File: src/rtl/lkv_pkg.sv
// ----------------------------------------------------------------------------
// lkv_pkg: shared types and constants of the linear key/value table
// Request and response payloads, operation and status codes, sequencer
// states and the default sizes handed to the top level.
// ----------------------------------------------------------------------------
`default_nettype none

package lkv_pkg;

  // Fixed port widths
  localparam int KEY_W   = 32;
  localparam int DATA_W  = 32;
  localparam int COUNT_W = 5;
  localparam int LIMIT_W = 5;

  // Defaults for the top-level parameters
  localparam int DEF_TABLE_DEPTH = 16;
  localparam int DEF_VALUE_WIDTH = 32;

  // Capacity limit after reset
  localparam logic [LIMIT_W-1:0] LIMIT_RESET = 5'd16;

  // Widest stored value
  localparam int MAX_VALUE_W = 64;

  // Operation codes
  typedef enum logic [1:0] {
    MODE_ADD    = 2'd0,
    MODE_UPDATE = 2'd1,
    MODE_GET    = 2'd2,
    MODE_REMOVE = 2'd3
  } mode_t;

  // Status codes
  typedef enum logic [1:0] {
    STAT_OK      = 2'd0,
    STAT_FULL    = 2'd1,
    STAT_EXISTS  = 2'd2,
    STAT_MISSING = 2'd3
  } status_t;

  // Request payload
  typedef struct packed {
    mode_t              mode;
    logic signed [KEY_W-1:0] key;
    logic [DATA_W-1:0]  write_value;
  } req_t;

  // Response payload
  typedef struct packed {
    status_t            status;
    logic [DATA_W-1:0]  read_value;
    logic [COUNT_W-1:0] entry_count;
  } rsp_t;

  // Sequencer states
  typedef enum logic [2:0] {
    SQ_IDLE,
    SQ_READ,
    SQ_COMPARE,
    SQ_APPEND,
    SQ_SHIFT_READ,
    SQ_SHIFT_WRITE,
    SQ_DONE
  } seq_state_t;

endpackage

`default_nettype wire

File: src/rtl/linear_key_value_table.sv
// ----------------------------------------------------------------------------
// linear_key_value_table: small associative key/value table
// Entries stay packed in insertion order; add, update, get and remove
// find their key by a linear search from the first entry.
// ----------------------------------------------------------------------------
//
//   channel   direction  handshake              payload
//   req       in         req_valid / req_ready  lkv_pkg::req_t
//   rsp       out        rsp_valid / rsp_ready  lkv_pkg::rsp_t
//   cfg       in         cfg_we                 capacity limit, 5 bits
//
// A request visits the single key comparator once per entry searched
// (a RAM read state, then a compare state), runs a shift-read and a
// shift-write state per entry shifted down on remove, and passes through
// the accept, append (on add) and done steps. Searched plus shifted
// entries never exceed the count. req_ready is high only while the
// sequencer is idle. A finished response waits in the output register; the
// next request is taken meanwhile, but its own response stalls the
// sequencer until the register frees. Reset is synchronous and clears the
// entry count.
// ----------------------------------------------------------------------------
`default_nettype none

module linear_key_value_table #(
  parameter int TABLE_DEPTH = lkv_pkg::DEF_TABLE_DEPTH,
  parameter int VALUE_WIDTH = lkv_pkg::DEF_VALUE_WIDTH
) (
  input  wire logic                         clk,
  input  wire logic                         rst,
  input  wire logic                         cfg_we,
  input  wire logic [lkv_pkg::LIMIT_W-1:0]  cfg_wdata,
  input  wire logic                         req_valid,
  output logic                              req_ready,
  input  wire lkv_pkg::req_t                req,
  output logic                              rsp_valid,
  input  wire logic                         rsp_ready,
  output lkv_pkg::rsp_t                     rsp
);

  import lkv_pkg::*;

  localparam int IDX_W = (TABLE_DEPTH > 1) ? $clog2(TABLE_DEPTH) : 1;

  logic [LIMIT_W-1:0]     capacity_limit;
  logic                   key_we;
  logic                   val_we;
  logic [IDX_W-1:0]       waddr;
  logic [IDX_W-1:0]       raddr;
  logic [KEY_W-1:0]       key_wdata;
  logic [KEY_W-1:0]       key_rdata;
  logic [VALUE_WIDTH-1:0] val_wdata;
  logic [VALUE_WIDTH-1:0] val_rdata;

  // Capacity limit register
  always_ff @(posedge clk) begin
    if (rst) begin
      capacity_limit <= LIMIT_RESET;
    end else if (cfg_we) begin
      capacity_limit <= cfg_wdata;
    end
  end

  // Key and value stores
  lkv_ram #(
    .WIDTH (KEY_W),
    .DEPTH (TABLE_DEPTH)
  ) u_key_ram (
    .clk   (clk),
    .we    (key_we),
    .waddr (waddr),
    .wdata (key_wdata),
    .raddr (raddr),
    .rdata (key_rdata)
  );

  lkv_ram #(
    .WIDTH (VALUE_WIDTH),
    .DEPTH (TABLE_DEPTH)
  ) u_val_ram (
    .clk   (clk),
    .we    (val_we),
    .waddr (waddr),
    .wdata (val_wdata),
    .raddr (raddr),
    .rdata (val_rdata)
  );

  // Search and shift sequencer
  lkv_engine #(
    .TABLE_DEPTH (TABLE_DEPTH),
    .VALUE_WIDTH (VALUE_WIDTH)
  ) u_engine (
    .clk            (clk),
    .rst            (rst),
    .capacity_limit (capacity_limit),
    .req_valid      (req_valid),
    .req_ready      (req_ready),
    .req            (req),
    .rsp_valid      (rsp_valid),
    .rsp_ready      (rsp_ready),
    .rsp            (rsp),
    .key_we         (key_we),
    .val_we         (val_we),
    .waddr          (waddr),
    .raddr          (raddr),
    .key_wdata      (key_wdata),
    .key_rdata      (key_rdata),
    .val_wdata      (val_wdata),
    .val_rdata      (val_rdata)
  );

endmodule

`default_nettype wire

File: src/rtl/lkv_ram.sv
// ----------------------------------------------------------------------------
// lkv_ram: generic single-clock RAM
// One write port and one read port, read data registered.
// ----------------------------------------------------------------------------
`default_nettype none

module lkv_ram #(
  parameter int WIDTH = 32,
  parameter int DEPTH = 16
) (
  input  wire logic                                  clk,
  input  wire logic                                  we,
  input  wire logic [(DEPTH > 1 ? $clog2(DEPTH) : 1)-1:0] waddr,
  input  wire logic [WIDTH-1:0]                      wdata,
  input  wire logic [(DEPTH > 1 ? $clog2(DEPTH) : 1)-1:0] raddr,
  output logic      [WIDTH-1:0]                      rdata
);

  logic [WIDTH-1:0] mem [DEPTH];

  // Write port and registered read port
  always_ff @(posedge clk) begin
    if (we) begin
      mem[waddr] <= wdata;
    end
    rdata <= mem[raddr];
  end

endmodule

`default_nettype wire

File: src/rtl/lkv_engine.sv
// ----------------------------------------------------------------------------
// lkv_engine: search and shift sequencer
// Walks the packed entries one at a time with a single key comparator,
// then appends, overwrites, reads or shifts entries down as the request
// asks, and holds the response in an output register.
// ----------------------------------------------------------------------------
`default_nettype none

module lkv_engine #(
  parameter int TABLE_DEPTH = 16,
  parameter int VALUE_WIDTH = 32
) (
  input  wire logic                                   clk,
  input  wire logic                                   rst,
  input  wire logic [lkv_pkg::LIMIT_W-1:0]            capacity_limit,
  // request / response
  input  wire logic                                   req_valid,
  output logic                                        req_ready,
  input  wire lkv_pkg::req_t                          req,
  output logic                                        rsp_valid,
  input  wire logic                                   rsp_ready,
  output lkv_pkg::rsp_t                               rsp,
  // table memories
  output logic                                        key_we,
  output logic                                        val_we,
  output logic [(TABLE_DEPTH > 1 ? $clog2(TABLE_DEPTH) : 1)-1:0] waddr,
  output logic [(TABLE_DEPTH > 1 ? $clog2(TABLE_DEPTH) : 1)-1:0] raddr,
  output logic [lkv_pkg::KEY_W-1:0]                   key_wdata,
  input  wire logic [lkv_pkg::KEY_W-1:0]              key_rdata,
  output logic [VALUE_WIDTH-1:0]                      val_wdata,
  input  wire logic [VALUE_WIDTH-1:0]                 val_rdata
);

  import lkv_pkg::*;

  localparam int IDX_W  = (TABLE_DEPTH > 1) ? $clog2(TABLE_DEPTH) : 1;
  localparam int CNT_W  = $clog2(TABLE_DEPTH + 1);
  localparam int CNT_W1 = CNT_W + 1;
  localparam int CMP_W  = (CNT_W > LIMIT_W) ? CNT_W : LIMIT_W;

  // State and registers
  seq_state_t              state, state_next;
  mode_t                   mode_q;
  logic [KEY_W-1:0]        key_q;
  logic [VALUE_WIDTH-1:0]  val_q;
  logic [IDX_W-1:0]        idx, idx_next;
  logic [CNT_W-1:0]        count, count_next;
  status_t                 status_q, status_next;
  logic [DATA_W-1:0]       rd_q, rd_next;

  // Derived conditions
  logic                    accept;
  logic                    full;
  logic                    hit;
  logic                    last;
  logic                    more_shift;
  logic                    more_after_hit;
  logic                    rsp_load;
  logic [MAX_VALUE_W-1:0]  wv_ext;
  logic [MAX_VALUE_W-1:0]  rd_ext;
  logic [CMP_W-1:0]        count_ext;
  logic [IDX_W-1:0]        idx_inc;

  assign accept    = req_valid && req_ready;
  assign count_ext = CMP_W'(count);
  assign full      = (count == CNT_W'(TABLE_DEPTH)) || (count_ext >= CMP_W'(capacity_limit));
  assign hit       = (key_rdata == key_q);
  assign last      = ((CNT_W'(idx) + CNT_W'(1)) == count);
  assign more_after_hit = ((CNT_W'(idx) + CNT_W'(1)) < count);
  assign more_shift     = ((CNT_W1'(idx) + CNT_W1'(2)) < CNT_W1'(count));
  assign rsp_load  = (state == SQ_DONE) && (!rsp_valid || rsp_ready);
  assign wv_ext    = {{(MAX_VALUE_W-DATA_W){1'b0}}, req.write_value};
  assign rd_ext    = MAX_VALUE_W'(val_rdata);
  assign idx_inc   = idx + IDX_W'(1);

  // Next state
  always_comb begin
    state_next = state;
    case (state)
      SQ_IDLE: begin
        if (accept) begin
          if (req.mode == MODE_ADD && full) begin
            state_next = SQ_DONE;
          end else if (count == '0) begin
            state_next = (req.mode == MODE_ADD) ? SQ_APPEND : SQ_DONE;
          end else begin
            state_next = SQ_READ;
          end
        end
      end
      SQ_READ: begin
        state_next = SQ_COMPARE;
      end
      SQ_COMPARE: begin
        if (hit) begin
          if (mode_q == MODE_REMOVE && more_after_hit) begin
            state_next = SQ_SHIFT_READ;
          end else begin
            state_next = SQ_DONE;
          end
        end else if (last) begin
          state_next = (mode_q == MODE_ADD) ? SQ_APPEND : SQ_DONE;
        end else begin
          state_next = SQ_READ;
        end
      end
      SQ_APPEND: begin
        state_next = SQ_DONE;
      end
      SQ_SHIFT_READ: begin
        state_next = SQ_SHIFT_WRITE;
      end
      SQ_SHIFT_WRITE: begin
        state_next = more_shift ? SQ_SHIFT_READ : SQ_DONE;
      end
      SQ_DONE: begin
        if (rsp_load) begin
          state_next = SQ_IDLE;
        end
      end
      default: begin
        state_next = SQ_IDLE;
      end
    endcase
  end

  // Datapath controls and memory ports
  always_comb begin
    req_ready   = (state == SQ_IDLE);
    idx_next    = idx;
    count_next  = count;
    status_next = status_q;
    rd_next     = rd_q;
    key_we      = 1'b0;
    val_we      = 1'b0;
    waddr       = idx;
    raddr       = (state == SQ_SHIFT_READ) ? idx_inc : idx;
    key_wdata   = key_q;
    val_wdata   = val_q;
    case (state)
      SQ_IDLE: begin
        idx_next    = '0;
        rd_next     = '0;
        status_next = STAT_OK;
        if (accept) begin
          if (req.mode == MODE_ADD && full) begin
            status_next = STAT_FULL;
          end else if (count == '0 && req.mode != MODE_ADD) begin
            status_next = STAT_MISSING;
          end
        end
      end
      SQ_COMPARE: begin
        if (hit) begin
          case (mode_q)
            MODE_ADD: begin
              status_next = STAT_EXISTS;
            end
            MODE_UPDATE: begin
              val_we = 1'b1;
            end
            MODE_GET: begin
              rd_next = rd_ext[DATA_W-1:0];
            end
            MODE_REMOVE: begin
              if (!more_after_hit) begin
                count_next = count - CNT_W'(1);
              end
            end
            default: begin
              status_next = status_q;
            end
          endcase
        end else if (last) begin
          if (mode_q != MODE_ADD) begin
            status_next = STAT_MISSING;
          end
        end else begin
          idx_next = idx_inc;
        end
      end
      SQ_APPEND: begin
        key_we     = 1'b1;
        val_we     = 1'b1;
        waddr      = count[IDX_W-1:0];
        count_next = count + CNT_W'(1);
      end
      SQ_SHIFT_WRITE: begin
        // Move the entry just read one place down
        key_we    = 1'b1;
        val_we    = 1'b1;
        key_wdata = key_rdata;
        val_wdata = val_rdata;
        if (more_shift) begin
          idx_next = idx_inc;
        end else begin
          count_next = count - CNT_W'(1);
        end
      end
      default: begin
        idx_next = idx;
      end
    endcase
  end

  // Control registers
  always_ff @(posedge clk) begin
    if (rst) begin
      state     <= SQ_IDLE;
      count     <= '0;
      rsp_valid <= 1'b0;
    end else begin
      state <= state_next;
      count <= count_next;
      if (rsp_load) begin
        rsp_valid <= 1'b1;
      end else if (rsp_ready) begin
        rsp_valid <= 1'b0;
      end
    end
  end

  // Request capture, working registers and response register
  always_ff @(posedge clk) begin
    idx      <= idx_next;
    status_q <= status_next;
    rd_q     <= rd_next;
    if (accept) begin
      mode_q <= req.mode;
      key_q  <= req.key;
      val_q  <= wv_ext[VALUE_WIDTH-1:0];
    end
    if (rsp_load) begin
      rsp.status      <= status_q;
      rsp.read_value  <= rd_q;
      rsp.entry_count <= count_ext[COUNT_W-1:0];
    end
  end

endmodule

`default_nettype wire
File: config.mk
export PLATFORM = sky130hd
export DESIGN_NAME = linear_key_value_table
export DESIGN_NICKNAME = d
export VERILOG_FILES = /design/src/rtl/lkv_pkg.sv /design/src/rtl/linear_key_value_table.sv /design/src/rtl/lkv_ram.sv /design/src/rtl/lkv_engine.sv
export SDC_FILE = /design/constraint.sdc
export NUM_CORES = 1
export LEC_CHECK = 0
export BUFFER_PORTS_ARGS = -buffer_cell sky130_fd_sc_hd__buf_2
export CAP_MARGIN = 20
export CORE_MARGIN = 2
export CORE_UTILIZATION = 23
export DETAILED_ROUTE_END_ITERATION = 7
export PLACE_DENSITY = 0.36
export SYNTH_ARGS = -nofsm -noshare
export SYNTH_HDL_FRONTEND = slang
export SYNTH_SLANG_ARGS = --single-unit
export TNS_END_PERCENT = 1
File: constraint.sdc
create_clock -name clk -period 6.49 [get_ports clk]
set_clock_uncertainty 0.05 [all_clocks]
set_input_delay 1.298 -clock clk [delete_from_list [all_inputs] [get_ports clk]]
set_output_delay 1.298 -clock clk [all_outputs]
set_load 0.02 [all_outputs]
==> metrics, run 1 <==
Final Hold Viols=0; Tightest Pin Transition=approximately 1100 ps; Horiz. Die Dim=~460 um; Slew Limit Fails=0; Int Pwr=16.9 mW; Total GRT Usage=between 10% and 20%; Vias=roughly 25000; TritonCTS buffer count=approximately 140; Compound-Gate Fraction of Synth Area=2.73%; Clock power frac=32.0%; Die Height=between 400 and 500 um; XOR/XNOR Fraction of Synth Area=0.807%; # setup viols final=0; CTS Root Cell=clkbuf_16; cell family with most CP delay=simple AND/OR/NAND/NOR gates; Post-route DRC=0; worst setup path category=flip-flop to flip-flop; wire per inst=24.0 um; Hold-fix buffers, CTS=0; worst setup margin=~1900 ps; Via density=roughly 4.3; Place WS=between 1500 and 2000 ps; setup TNS=0 ps; vias in the first global route=around 25000; Worst-Skew Late Latency=roughly 780 ps; clk buf depth=3; Final min period=4610 ps; MaxCap Viol Count=0; number of synthesized flops with an enable pin=roughly 1200; RSZ-0062 raised after global routing=no; critical-path cell list=xor2_1, nor4_1, nand4_1, o31ai_1, nand2_1, nor2_4, buf_4; Mapped Area=approximately 48000 um^2; Min-Delay Path Class=flip-flop to flip-flop; simple-gate portion of the synthesized area=~7.0%; DR pass1 iterations=5; post-CTS sizing=0; Worst setup EP type=flip-flop; syn nets=2828; Fmax achieved=217 MHz; routability congestion estimate=0.715; first-pass GRT wire length=197000 um; Mapped Cells=2731; share of cells above drive strength 1=about a fifth; Worst EP required=about 6900 ps; Post-DP HPWL=80000 um; Slew HR=between 20 and 30%; global route overflow=0; Buffers & Inverters on Critical Path=1; Reg power frac=about two fifths; Starting Density=~23%; Clock H-tree levels=4; largest net degree at the start of global routing=133; library cells used by synthesis=between 50 and 60; Async SR Flop Fraction=0%; die area=211000 um^2; sw frac=between 30% and 40%; Worst Path Arrival=~5000 ps; final WL=about 140000 um; FP Rows=166; Yosys top cell by area=edfxtp_1; nets=around 3000; synthesized-area fraction occupied by adder cells=less than 1%; status=completed; final period utilization=71.1%; critical path peak fanout=21; Initial DRC Count=just under 2000; # IOs=117; crit-path max cell delay=860 ps; Mean Syn Cell Area=about 17 um^2; Core ar.=about 210000 um^2; port bufs=around 120; antenna viol nets, final=0; sequential share of the synthesized area=between 70% and 80%; multiplexer share of the synthesized area=between 10% and 20%; synth top area cells=edfxtp_1 (74%), mux4_2 (6.1%), dfxtp_1 (3.3%); PwrDens=about 440 nW/um^2; CP max stage cell=nor2_4; YS warnings=0; top_reg_cell synth=edfxtp_1; FF+latch count, synth=1245; most frequent cell after synthesis=edfxtp_1; postcts setup bufs=0; Net Sw Power=approximately 8 mW; Reg clk slew, reported paths=approximately 60 ps; TritonCTS Sinks=1245; Total Power=roughly 25 mW; Yosys top cell area share=between 70% and 80%; Leak=~18 nW; initial antenna violation count=8; largest family of logic cells by synthesized area=multiplexers; Comb power frac=around a quarter; leading cell types by count after synthesis=edfxtp_1 (1167), nand2_1 (403), nand3_1 (135); startpoint types=flip-flop; synth-to-layout area growth=18.8%; CTS tree=built; Max IR drop VDD=about 0.32 mV
per-layer routing:
metal / GRT usage, % / wire (um)
met1: 18.1 / 65100
met2: 21.0 / 65000
met3: 1.92 / 4190
met4: 3.93 / 3180
met5: 0 / 0
flip-flops by register name, summed over array words and instances, names as in the netlist:
| signal | cells |
|---|---|
| capacity_limit | 5 |
| u_engine.count | 5 |
| u_engine.idx | 4 |
| u_engine.key_q | 32 |
| u_engine.mode_q | 2 |
| u_engine.rd_q | 32 |
| u_engine.rsp | 39 |
| u_engine.rsp_valid | 1 |
| u_engine.state | 3 |
| u_engine.status_q | 2 |
| u_engine.val_q | 32 |
| u_key_ram.mem | 512 |
| u_key_ram.rdata | 32 |
| u_val_ram.mem | 512 |
| u_val_ram.rdata | 32 |
power groups by stage:
stage	registers (mW)	clock network [mW]	logic, mW
final	10.4	7.98	6.54
after global routing	10.5	8.53	7.16
after CTS	10.4	8.25	6.79
after detailed placement	10.6	0	6.77
after global placement	10.6	0	6.80
after floorplan	10.4	0	4.14
worst register-to-register path, cell delays in order, from the launching register on:
cell,delay (ps)
edfxtp_1,400
xor2_1,200
nor4_1,780
nand4_1,520
o31ai_1,710
nand2_1,400
nor2_4,870
buf_4,390
stage by stage:
stage          hold slack (ps)  utilization (%)  instance area, um^2  cells
2_1_floorplan              350                -                47600   2731
3_3_place_gp               354             25.3                51800   5457
3_5_place_dp               356             25.3                51900   5461
4_1_cts                    343             27.5                56500   5721
5_1_grt                    365             27.5                56500   5723
6_report                   349             27.5                56500   5723
layout by cell type, fill, tap and decap left out, types with 64 or more instances in the layout:
cell type  count
edfxtp_1    1167
nand4_1       69
mux2i_1      134
nand2_1      402
clkbuf_16    151
dfxtp_1       77
nand3_1      135
mux2_2        64
buf_2        116
mux4_2       128
a32oi_1       64
cell families (layout without fill, tap and decap cells):
kind of cell / count (synthesis) / after routing
flops: 1245 / 1245
simple gates: 739 / 739
mux: 327 / 327
compound gates: 191 / 191
buf+inv: 165 / 467
xor+xnor: 43 / 43
fa+ha+maj: 21 / 21
other cells: 0 / 2
final cells by class:
class / instances / area, um^2
multi-input combinational: 1321 / 10600
sequential: 1245 / 36600
timing repair buffer: 189 / 1250
tap: 2688 / 3360
clock buffer: 187 / 3990
clock inverter: 73 / 608
fill: 20600 / 149000
inverter: 18 / 67.6
antenna: 2 / 5.00
worst paths after layout:
path	startpoint	slack (ps)	endpoint	cells after the start
setup reg to reg	u_engine.key_q[29]	1880	u_val_ram.mem[10][21]	7
hold reg to reg	u_engine.rd_q[31]	350	u_engine.rsp[36]	0
hold / removal	u_engine.rd_q[31]	350	u_engine.rsp[36]	0
setup / recovery	u_engine.key_q[29]	1880	u_val_ram.mem[10][21]	7
No activity file was read; power rests on OpenSTA's default activity.
==> run 2: changes to the inputs <==
- ABC_AREA: unset -> 1
- clock period: 6.49 -> 4.8 ns (I/O delays scaled with it)
==> run 2 against run 1 <==
Sequential power is 33% higher; cell count is 15% higher; synthesized cell count is 29% higher; final area is 1.9% higher; synthesized area is 1.6% higher; critical endpoint is now u_key_ram.mem[3][18].
==> metrics, run 2 <==
post-CTS sizing=0; global route overflow=0; startpoint types=flip-flop; CP endpoint=u_key_ram.mem[3][18]; worst hold margin=~320 ps; Yosys top cell by area=edfxtp_1; met3 GRT Util=roughly 2.2%; Via density=between 4 and 5; Hold-fix buffers, CTS=0; largest registers=u_key_ram.mem: 512 flops, u_val_ram.mem: 512 flops, u_engine.rsp: 39 flops; Worst setup EP type=flip-flop; Post-DP HPWL=a little under 80000 um; sequential share of the synthesized area=between 70% and 80%; library cells used by synthesis=38; RSZ-0062 raised after global routing=no; routability congestion estimate=just over 0.7; Async SR Flop Fraction=0%; TritonCTS Sinks=roughly 1200; Final min period=3540 ps; XOR/XNOR Fraction of Synth Area=0.471%; number of synthesized flops with an enable pin=1167; commonest non-fill, non-tap cells in the layout=edfxtp_1 (1167), nor2_1 (518), o21ai_0 (492), nand2_1 (229), o211ai_1 (160); Initial DRC Count=around 1900; Place WS=1140 ps; Final Hold Viols=0; M2 GR Usage=a little under a quarter; worst setup path category=flip-flop to flip-flop; GRT busiest layer=met2; critical path peak fanout=16; die area=roughly 210000 um^2; multiplexer share of the synthesized area=less than 1%; Horiz. Die Dim=between 400 and 500 um; initial antenna violation count=11; postcts setup bufs=0; Max IR drop VDD=about 0.48 mV; vias in the first global route=about 30000; leading cell types by count after synthesis=edfxtp_1 (1167), nor2_1 (553), o21ai_0 (496); Tightest Pin Transition=~990 ps; Mean Syn Cell Area=between 10 and 15 um^2; Slew HR=about a third; placed cell areas=between 50000 and 60000 um^2; crit-path max cell delay=between 600 and 700 ps; Vias=between 20000 and 30000; Total GRT Usage=between 10% and 20%; FF+latch count, synth=around 1200; Compound-Gate Fraction of Synth Area=around an eighth; Slew Limit Fails=0; critical-path cell list=nand3_1, o21ai_0, inv_1, nor2_1, nand2_1, nor2_4, buf_4; DR pass1 iterations=5; RR Endpoint=u_key_ram.mem[3][18]; Critical path origin=u_engine.state[0]; Reg clk slew, reported paths=70 ps; clk buf depth=3; HP Start=req[19]; cell count after placement=approximately 6300; synthesized-area fraction occupied by adder cells=less than 1%; Starting Density=a little under a quarter; CP max stage cell=nor2_4; synth-to-layout area growth=19.1%; launching point of the worst reg2reg path=u_engine.state[0]; Mapped Cells=around 3500; FF-to-FF setup slack=1260 ps; antenna viol nets, final=0; most common cell after layout, fill and taps aside=edfxtp_1; syn nets=~3600; Die Height=462 um; MaxCap Viol Count=0; largest family of logic cells by synthesized area=compound AO/OA/AOI/OAI gates; share of cells above drive strength 1=13.7%; largest net degree at the start of global routing=between 100 and 150; Worst-Skew Late Latency=around 780 ps; final instance area=57600 um^2; Fmax achieved=approximately 280 MHz; first-pass GRT wire length=214000 um; status=completed; # IOs=117; FP Rows=roughly 170; routing usage on met1=between 10% and 20%; Worst Path Arrival=approximately 3900 ps; nets=3778; wire per inst=between 20 and 25 um; most frequent cell after synthesis=edfxtp_1; Post-route DRC=0; final WL=about 150000 um; final period utilization=between 70% and 80%; fin cells=around 6600; CTS tree=built; Yosys top cell area share=72.5%; simple-gate portion of the synthesized area=slightly below 7%; synth top area cells=edfxtp_1 (73%), o21ai_0 (5.1%), nor2_1 (4.3%); Core ar.=around 210000 um^2; worst setup margin=around 1300 ps; PwrDens=roughly 640 nW/um^2; TritonCTS buffer count=143; Worst EP required=5200 ps; port bufs=~120; Mapped Area=roughly 48000 um^2; Clock H-tree levels=4; Fillers=21300; YS warnings=0; Leak=18.8 nW; setup TNS=0 ps; CTS Root Cell=clkbuf_16; FF-to-FF path depth=7; # setup viols final=0; top_reg_cell synth=edfxtp_1; Min-Delay Path Class=primary input to flip-flop
-- run 2: cell count changes after synthesis, sizes merged, moves of 81 or more --
cell	delta
o22ai	+81
buf	+83
o21bai	+81
mux4	-128
nor2	+503
o221ai	+96
nand2	-171
o21ai	+501
mux2i	-134
inv	+87
o211ai	+157
-- run 2: where the power goes --
part           switching, mW  internal [mW]
Combinational           8.81           3.58
Sequential             0.360           13.4
Clock                   4.48           6.17
Total                   13.7           23.2
-- run 2: worst max-delay path: cells and delay by family (launching register included) --
family                 cells  cell delay (ps)
DFF                        1              560
buffers and inverters      2              430
AOI/OAI and AO/OA          1              480
and+or+nand+nor            4             1670
-- run 2: layout make-up --
cell class,instances,area (um^2),share of cell area [%]
flip-flops and latches,1245,36600,63.6
diodes,1,2.50,0.00435
repair buffers,252,1950,3.39
inverters,105,433,0.752
well taps,2805,3510,6.10
clock buffers,214,4040,7.02
multi-input cells,1934,10500,18.3
clock inverters,50,504,0.876
-- run 2: per-stage QoR --
stage / utilization, % / power [mW]
2_1_floorplan: - / 22.1
5_1_grt: 27.5 / 39.3
4_1_cts: 27.5 / 37.6
3_5_place_dp: 25.3 / 26.8
3_3_place_gp: 25.3 / 26.9
6_report: 27.5 / 36.8
-- run 2: layer usage --
metal  up-vias  wire length (um)
met2       497             71100
met5         -                11
met1     14600             66800
li1      13500                 -
met3       194              4910
met4         2              2790
-- run 2: worst min-delay path by stage --
stage | slack (ps) | cells past startpoint | to
global placement | 350 | 0 | u_engine.rsp[17]
detailed placement | 350 | 0 | u_engine.rsp[12]
global route | 250 | 1 | u_engine.val_q[11]
CTS | 240 | 1 | u_engine.val_q[19]
finish | 320 | 1 | u_engine.val_q[19]
floorplan | 350 | 0 | u_engine.rsp[10]
-- run 2: cell families after synthesis --
family	Yosys count
buffers and inverters	332
AOI/OAI and AO/OA	1014
muxes	21
xor gates and xnor gates	26
and+or+nand+nor	852
DFF	1245
adders and majority gates	21
==> run 3: changes to the inputs <==
- clock period: 4.8 -> 3.5 ns (I/O delays scaled with it)
==> run 3 against run 2 <==
Hold slack lost 250 ps; first-iteration DRC count grew 5.7%; via count grew 1.6%; sequential share of layout area shrank 0.94 points; routed wire length grew 1.5%; total power grew 41%; die area is the same; non-clock buffer count grew 41; utilization grew 0.41 points; worst setup slack lost 950 ps.
==> metrics, run 3 (synthesis results as in run 2) <==
CTS Root Cell=clkbuf_16; hold depth=1; final instance area=58400 um^2; HP Start=req[51]; Initial DRC Count=between 2000 and 2500; final period utilization=between 90% and 100%; synth-to-layout area growth=20.9%; FP Rows=168; critical path peak fanout=27; Worst Path Arrival=3590 ps; # setup viols final=0; Slew Limit Fails=0; Via density=approximately 4.4; global route overflow=0; crit-path max cell delay=510 ps; wire per inst=between 20 and 25 um; commonest non-fill, non-tap cells in the layout=edfxtp_1 (1167), nor2_1 (517), o21ai_0 (496), nand2_1 (229), o211ai_1 (160); Reg area=36600 um^2; Leak=19.1 nW; placed cell areas=around 54000 um^2; final core occ=roughly 28%; Reg clk slew, reported paths=60 ps; postcts setup bufs=0; Buffers & Inverters on Critical Path=1; first-pass GRT wire length=215000 um; setup TNS=0 ps; vias in the first global route=around 30000; worst setup path category=flip-flop to flip-flop; TritonCTS buffer count=149; TritonCTS Sinks=1245; Max IR drop VDD=slightly above 0.7 mV; Worst EP required=slightly below 4000 ps; Worst-Skew Late Latency=approximately 800 ps; routability congestion estimate=between 0.7 and 0.8; MaxCap Viol Count=0; die area=roughly 210000 um^2; Die Height=about 460 um; # IOs=117; largest net degree at the start of global routing=between 100 and 150; most common cell after layout, fill and taps aside=edfxtp_1; status=completed; cell count after placement=around 6400; port bufs=approximately 120; largest registers=u_key_ram.mem: 512 flops, u_val_ram.mem: 512 flops, u_engine.rsp: 39 flops; CP max stage cell=nor2_1; Post-DP HPWL=approximately 83000 um; FF-to-FF setup slack=just over 300 ps; Tightest Pin Transition=1030 ps; Worst setup EP type=flip-flop; launching point of the worst reg2reg path=u_engine.key_q[14]; Vias=between 20000 and 30000; area used by multi-input combinational logic=10500 um^2; hold endpoint=u_engine.key_q[19]; RR Endpoint=u_val_ram.mem[14][2]; Final Hold Viols=0; share of cells above drive strength 1=between 10% and 20%; Post-route DRC=0; nets=3825; startpoint types=flip-flop; Slew HR=around 31%; worst hold margin=approximately 67 ps; cell family with most CP delay=simple AND/OR/NAND/NOR gates; PwrDens=about 890 nW/um^2; fin cells=between 6000 and 7000; clk buf depth=3; worst setup margin=slightly above 300 ps; critical-path cell list=xnor2_1, nand2_1, nor2_1, nand2_1, nor2_1, nand3_1, nor3_1, nor2_4, nor2_4, buf_12; Total GRT Usage=13.6%; CTS tree=built; Clock H-tree levels=4; initial antenna violation count=9; final WL=about 150000 um; Place WS=about 36 ps; Core ar.=209000 um^2; Fillers=between 20000 and 25000; Fmax achieved=roughly 310 MHz; antenna viol nets, final=0; Final min period=3190 ps; Total Power=between 50 and 60 mW; DR pass1 iterations=5; Horiz. Die Dim=around 460 um; RSZ-0062 raised after global routing=no; Min-Delay Path Class=primary input to flip-flop; FF-to-FF path depth=10; Starting Density=between 20% and 30%
-- run 3: worst max-delay path by stage --
stage	to	start	slack, ps	depth (start not counted)
2_1_floorplan	u_engine.rsp[0]	rsp_ready	-460	2
3_3_place_gp	u_val_ram.mem[14][5]	u_engine.key_q[29]	-2	12
3_5_place_dp	u_val_ram.mem[14][5]	u_engine.key_q[29]	40	12
4_1_cts	u_val_ram.mem[14][2]	u_engine.key_q[29]	9	12
5_1_grt	u_val_ram.mem[14][2]	u_engine.key_q[30]	40	10
6_report	u_val_ram.mem[14][2]	u_engine.key_q[14]	310	10
-- run 3: per-layer routing --
metal  track usage, %  part of all wire (%)  wire, um
met5                0                0.0088        13
met4             3.68                   2.3      3350
met3             2.17                   3.4      5000
met2             22.7                    48     71300
met1             18.2                    46     68200
-- run 3: worst reg2reg max path: cells and delay by family, from the launching register on --
kind | cells | cell delay (ps)
AND/OR/NAND/NOR | 8 | 1930
flip-flops | 1 | 400
buffers and inverters | 1 | 240
XOR/XNOR | 1 | 210
-- run 3: final cells by class --
| class | instances | area share (%) |
|---|---|---|
| Clock inverter | 51 | 0.726 |
| Timing Repair Buffer | 293 | 4.74 |
| Antenna cell | 1 | 0.00428 |
| Clock buffer | 221 | 7.12 |
| Sequential cell | 1245 | 62.7 |
| Inverter | 105 | 0.732 |
| Tap cell | 2805 | 6.01 |
| Multi-Input combinational cell | 1934 | 18.0 |
-- run 3: report_power, final --
group	switching [mW]	leakage (nW)	internal [mW]	total [mW]
logic	13.1	5.60	5.33	18.4
clock network	6.21	2.23	8.54	14.7
registers	0.445	11.2	18.4	18.9
total	19.7	19.1	32.3	52.0
-- run 3: what timing repair did --
action                                 CTS  global route
hold buffers                            19             0
setup endpoints to repair                0            24
resized for setup                        0             1
endpoints found under the hold margin   19             0
